--- src/spq_pkg.sv ---
`default_nettype none
package spq_pkg;

  typedef enum logic {
    FUNC_ENQ = 1'b0,
    FUNC_DEQ = 1'b1
  } func_e;

  typedef enum logic [1:0] {
    ST_OK    = 2'd0,
    ST_EMPTY = 2'd1,
    ST_FULL  = 2'd2,
    ST_RSVD  = 2'd3
  } status_e;

  typedef struct packed {
    func_e      func;
    logic [7:0] task_tag;
    logic [7:0] task_priority;
  } in_t;

  typedef struct packed {
    status_e    status;
    logic [7:0] out_tag;
    logic [7:0] out_priority;
    logic       now_empty;
  } out_t;

  // what one cell shows its neighbors
  typedef struct packed {
    logic       valid;
    logic       keep;   // stays in place on an enqueue
    logic [7:0] prio;
    logic [7:0] tag;
  } entry_t;

  // broadcast from the top level to every cell
  typedef struct packed {
    logic       enq;
    logic       deq;
    logic [7:0] prio;
    logic [7:0] tag;
  } op_t;

endpackage
`default_nettype wire

--- src/spq_cell.sv ---
`default_nettype none
module spq_cell (
  input  wire               clk_i,
  input  wire               rst_ni,
  input  wire spq_pkg::op_t    op_i,
  input  wire spq_pkg::entry_t left_i,
  input  wire spq_pkg::entry_t right_i,
  output spq_pkg::entry_t   cell_o
);
  import spq_pkg::*;

  logic       valid_q, valid_d;
  logic [7:0] prio_q, prio_d;
  logic [7:0] tag_q, tag_d;
  logic       keep;

  assign keep = valid_q && (prio_q >= op_i.prio);

  always_comb begin
    valid_d = valid_q;
    prio_d  = prio_q;
    tag_d   = tag_q;
    if (op_i.enq) begin
      valid_d = valid_q | left_i.valid;
      if (keep) begin
        prio_d = prio_q;
        tag_d  = tag_q;
      end else if (left_i.keep) begin
        // the new word lands right behind the last entry that stays
        prio_d = op_i.prio;
        tag_d  = op_i.tag;
      end else begin
        prio_d = left_i.prio;
        tag_d  = left_i.tag;
      end
    end else if (op_i.deq) begin
      valid_d = right_i.valid;
      prio_d  = right_i.prio;
      tag_d   = right_i.tag;
    end
  end

  always_ff @(posedge clk_i or negedge rst_ni) begin
    if (!rst_ni) begin
      valid_q <= 1'b0;
    end else begin
      valid_q <= valid_d;
    end
  end

  always_ff @(posedge clk_i) begin
    prio_q <= prio_d;
    tag_q  <= tag_d;
  end

  assign cell_o = '{valid: valid_q, keep: keep, prio: prio_q, tag: tag_q};

endmodule
`default_nettype wire

--- src/sorted_priority_queue.sv ---
`default_nettype none
// channel   | ports                  | handshake
// ----------+------------------------+-------------------------------------
// command   | cmd_i (in_t)           | taken when start && !busy
// result    | res_o (out_t)          | valid while done_o is high
//
// One command per clock; the result shows up the cycle after acceptance.
// The store is a row of DEPTH cells compared in parallel against the new
// priority, so all cells update together on acceptance; busy stays low.
// Reset clears the valid bit of every cell; stored tags and priorities are
// not cleared. The result side has no stall: done_o flags each accepted command.
module sorted_priority_queue #(
  parameter int DEPTH = 16
) (
  input  wire            clk_i,
  input  wire            rst_ni,
  input  wire            start,
  output logic           busy,
  input  wire spq_pkg::in_t cmd_i,
  output logic           done_o,
  output spq_pkg::out_t  res_o
);
  import spq_pkg::*;

  entry_t cells [DEPTH];
  entry_t lefts [DEPTH];
  entry_t rights[DEPTH];
  op_t    op;
  logic   accept, full, empty;
  logic   done_q;
  out_t   res_q, res_d;

  assign busy   = 1'b0;
  assign accept = start && !busy;
  assign full   = cells[DEPTH-1].valid;
  assign empty  = !cells[0].valid;

  assign op.enq  = accept && (cmd_i.func == FUNC_ENQ) && !full;
  assign op.deq  = accept && (cmd_i.func == FUNC_DEQ) && !empty;
  assign op.prio = cmd_i.task_priority;
  assign op.tag  = cmd_i.task_tag;

  for (genvar i = 0; i < DEPTH; i++) begin : g_cell
    if (i == 0) begin : g_head
      assign lefts[i] = '{valid: 1'b1, keep: 1'b1, prio: 8'd0, tag: 8'd0};
    end else begin : g_mid
      assign lefts[i] = cells[i-1];
    end
    if (i == DEPTH - 1) begin : g_tail
      assign rights[i] = '{valid: 1'b0, keep: 1'b0, prio: 8'd0, tag: 8'd0};
    end else begin : g_body
      assign rights[i] = cells[i+1];
    end
    spq_cell u_cell (
      .clk_i  (clk_i),
      .rst_ni (rst_ni),
      .op_i   (op),
      .left_i (lefts[i]),
      .right_i(rights[i]),
      .cell_o (cells[i])
    );
  end

  always_comb begin
    res_d = '{status: ST_OK, out_tag: 8'd0, out_priority: 8'd0, now_empty: empty};
    if (cmd_i.func == FUNC_ENQ) begin
      if (full) begin
        res_d.status = ST_FULL;
      end else begin
        res_d.now_empty = 1'b0;
      end
    end else begin
      if (empty) begin
        res_d.status = ST_EMPTY;
      end else begin
        res_d.out_tag      = cells[0].tag;
        res_d.out_priority = cells[0].prio;
        res_d.now_empty    = !cells[1].valid;
      end
    end
  end

  always_ff @(posedge clk_i or negedge rst_ni) begin
    if (!rst_ni) begin
      done_q <= 1'b0;
    end else begin
      done_q <= accept;
    end
  end

  always_ff @(posedge clk_i) begin
    if (accept) begin
      res_q <= res_d;
    end
  end

  assign done_o = done_q;
  assign res_o  = res_q;

endmodule
`default_nettype wire

--- config.mk ---
export PLATFORM = sky130hd
export DESIGN_NAME = sorted_priority_queue
export DESIGN_NICKNAME = d
export VERILOG_FILES = /design/src/spq_pkg.sv /design/src/spq_cell.sv /design/src/sorted_priority_queue.sv
export SDC_FILE = /design/constraint.sdc
export NUM_CORES = 1
export LEC_CHECK = 0
export ABC_AREA = 1
export BUFFER_PORTS_ARGS = -buffer_cell sky130_fd_sc_hd__buf_2
export CORE_MARGIN = 2
export CORE_UTILIZATION = 45
export DETAILED_ROUTE_END_ITERATION = 10
export GPL_ROUTABILITY_DRIVEN = 0
export MAX_ROUTING_LAYER = met4
export RECOVER_POWER = 25
export SYNTH_ARGS = -nofsm -noshare
export SYNTH_HDL_FRONTEND = slang
export SYNTH_SLANG_ARGS = --single-unit
--- constraint.sdc ---
create_clock -name clk_i -period 4.75 [get_ports clk_i]
set_clock_uncertainty 0.2 [all_clocks]
set_input_delay 0.2375 -clock clk_i [delete_from_list [all_inputs] [get_ports clk_i]]
set_output_delay 0.2375 -clock clk_i [all_outputs]
set_load 0.02 [all_outputs]
==> impl_metrics.ini <==
[synthesis]
avgSynthCellArea_um2 = 7.60
synth_cell_types = 27
synth_nets = 2509
synth_top_cell_by_area = edfxtp_1
ys_ff_latch = 292
synth-warning-count = 0
synthTopCellsByArea = edfxtp_1 (46%), nand2_1 (28%), ha_1 (8.3%)
postSynthCellCount = 2369
synth_top_flop_cell = edfxtp_1
synth_edf_count = 275
synth_area_um2 = 18000
synth_common_cells = nand2_1 (1329), inv_1 (305), edfxtp_1 (275)
yosysMostFrequentCell = nand2_1
yosysTopAreaCellShare = 0.459
yosysSeqAreaShare = 0.482
synthArstFlopShare = 0.0582

[grt]
antenna_found_initial = 1
grt_usage = 0.270
grt_max_degree = 102
gr-total-overflow = 0
grt_pass1_vias = 15279
grt_pass1_wl_um = 83400

[route]
ant_nets = 0
vias = 15179
routedWlPerCell_um = 18.1
routed_via_density = 5.15
drt_iter0_drc = 1384
drt_first_pass_iters = 5
routed_wl_um = 53300
drc = 0

[timing]
fin_crit_ns = 3.93
final-hold-violation-count = 0
finalSetupViolations = 0
relSlewSlack = 0.0542
fin_crit_sh = 0.828
fmax_ghz = 0.254
worstMarginPinSlew_ns = 1.42
tns_ns = 0
drv_slew = 0
rsz0062_at_grt = no

[floorplanning]
design.core.area_um2 = 39600
placementRows = 73
die_h_um = 204
ios = 41
chipWidth_um = 204
dieArea_um2 = 41600
initial_core_util = 0.454

[flow_run]
maxCapViolations = 0

[worst_hold_path]
hp-class = primary input to flop
hold_end = g_cell[15].u_cell.prio_q[3]$_SDFFCE_PN0P_
hp-start = cmd_i[3]
holdPathStages = 5

[cts]
hold_buffers = 12
path_clk_slew_ns = 0.06
cts_buffer_depth = 3
h-tree-depth = 2
cts_setup_buffers = 0
cts-root-buf = clkbuf_16
clk_latency_ns = 0.56
cts_inserted_buffers = 35
cts_resized = 0
cts.sink_count = 292
cts_tree = done

[power]
ir_drop_uv = 326
p_leak_nw = 11.2
power.total_mw = 10.1
power_density_nw_per_um2 = 510

[place]
dp_hpwl_um = 36700
place_inst = 2871
portBuffers = 39

[layout]
layout-drive-gt1-share = 0.0471
diodes = 0
register_area_um2 = 8680
syn2layout_area_growth_pct = 10.1
multi_input_area_um2 = 7690
stdcell_count = 2947
final_nets = 2535
fill_cells = 3949

[critical_path]
reg2reg_slack_ns = 0.91
worstSetupStartpointType = primary input
crit_buf_inv = 5
reg2reg_from = g_cell[15].u_cell.valid_q$_DFFE_PN0P_
slowest_delay_ns = 1.03
end_kind = flop
cp_top_family = buffers and inverters
ff2ff_path_depth = 7
cp.arrival_ns = 3.97
reg2reg_to = g_cell[0].u_cell.prio_q[4]$_DFFE_PP_
crit_chain = dlygate4sd3_1, buf_2, nand2_8, clkinvlp_2, buf_12, nand2_1, clkbuf_1, o21ai_0
crit_type = primary input to flop
startpoint = start
worstPathMaxFanout = 54
cp_slowest_cell = clkbuf_1
required_ns = 4.79

[status]
status = finished clean
==> where the power goes <==
group | switching [mW] | internal [mW]
sequential | 0.452 | 3.67
clock | 1.13 | 1.73
combinational | 2.14 | 0.987
==> sequential cells by signal, indices dropped and copies added (netlist names) <==
| signal | cells |
|---|---|
| done_o | 1 |
| g_cell.u_cell.tag_q | 128 |
| res_o | 19 |
| g_cell.u_cell.valid_q | 16 |
| g_cell.u_cell.prio_q | 128 |
==> logic make-up (layout without fill, tap and decap cells) <==
family / Yosys count / count (layout) / synth area share
AND/OR/NAND/NOR: 1478 / 1478 / 0.315
flip-flops: 292 / 292 / 0.482
AO/OA/AOI/OAI: 86 / 86 / 0.0277
adder cells (fa/ha/maj): 120 / 120 / 0.0834
buffers and inverters: 392 / 445 / 0.0912
other: 1 / 1 / 0.000208
==> layer usage <==
| layer | vias up | track usage | share of wire |
|---|---|---|---|
| li1 | 7357 | - | - |
| met2 | 515 | 0.441 | 0.48 |
| met4 | 0 | 0.103 | 0.033 |
| met5 | - | - | 0 |
| met3 | 128 | 0.0469 | 0.071 |
| met1 | 7179 | 0.335 | 0.42 |
==> layout by cell type, fill, tap and decap left out, types with 2 or more instances in the layout <==
cell type / n
a21oi_1: 34
clkinv_1: 3
dlygate4sd3_1: 12
nor2_1: 92
buf_2: 19
clkbuf_1: 37
clkbuf_16: 36
o21ai_0: 21
inv_1: 305
o21a_1: 14
clkinv_2: 7
a31oi_1: 9
bufinv_16: 6
o22ai_1: 2
nand3_1: 22
dfrtp_1: 17
nand2_1: 1329
nand3b_1: 9
edfxtp_1: 275
a22oi_1: 3
nand2_2: 24
ha_1: 120
buf_4: 16
==> through the flow <==
| stage | worst slack, ns | hold WS [ns] | util | area (µm²) |
|---|---|---|---|---|
| 3_5_place_dp | 1.12 | -0.00687 | 0.469 | 18600 |
| 2_1_floorplan | 1.54 | -0.258 | - | 18000 |
| 4_1_cts | 1.60 | 0.0355 | 0.502 | 19900 |
| 3_3_place_gp | 1.23 | -0.0107 | 0.469 | 18600 |
| 5_1_grt | 0.687 | 0.236 | 0.500 | 19800 |
| 6_report | 0.815 | 0.198 | 0.500 | 19800 |
==> how the worst max path moves through the flow <==
stage	endpoint	slack, ns	depth (start not counted)
final	g_cell[0].u_cell.prio_q[4]$_DFFE_PP_	0.82	8
after CTS	g_cell[13].u_cell.valid_q$_DFFE_PN0P_	1.60	6
after global routing	g_cell[5].u_cell.prio_q[2]$_DFFE_PP_	0.69	10
after global placement	g_cell[0].u_cell.tag_q[4]$_DFFE_PP_	1.23	11
after floorplan	g_cell[14].u_cell.prio_q[0]$_DFFE_PP_	1.54	7
after detailed placement	g_cell[9].u_cell.tag_q[3]$_DFFE_PP_	1.12	11
==> worst register-to-register path: stages, from the launching register on <==
cell and delay (ns):
dfrtp_1 0.38, nor2_1 0.13, nand2_8 0.27, clkinvlp_2 0.69, buf_12 0.45, nand2_1 0.11, clkbuf_1 1.03, o21ai_0 0.26
==> area by class of cell <==
type | instances | area share
flip-flops and latches | 292 | 0.438
well taps | 525 | 0.0331
inverters | 306 | 0.0580
clock buffers | 46 | 0.0473
repair buffers | 75 | 0.0230
multi-input cells | 1685 | 0.388
clock inverters | 18 | 0.0127
Power figures use the tool's default switching activity.
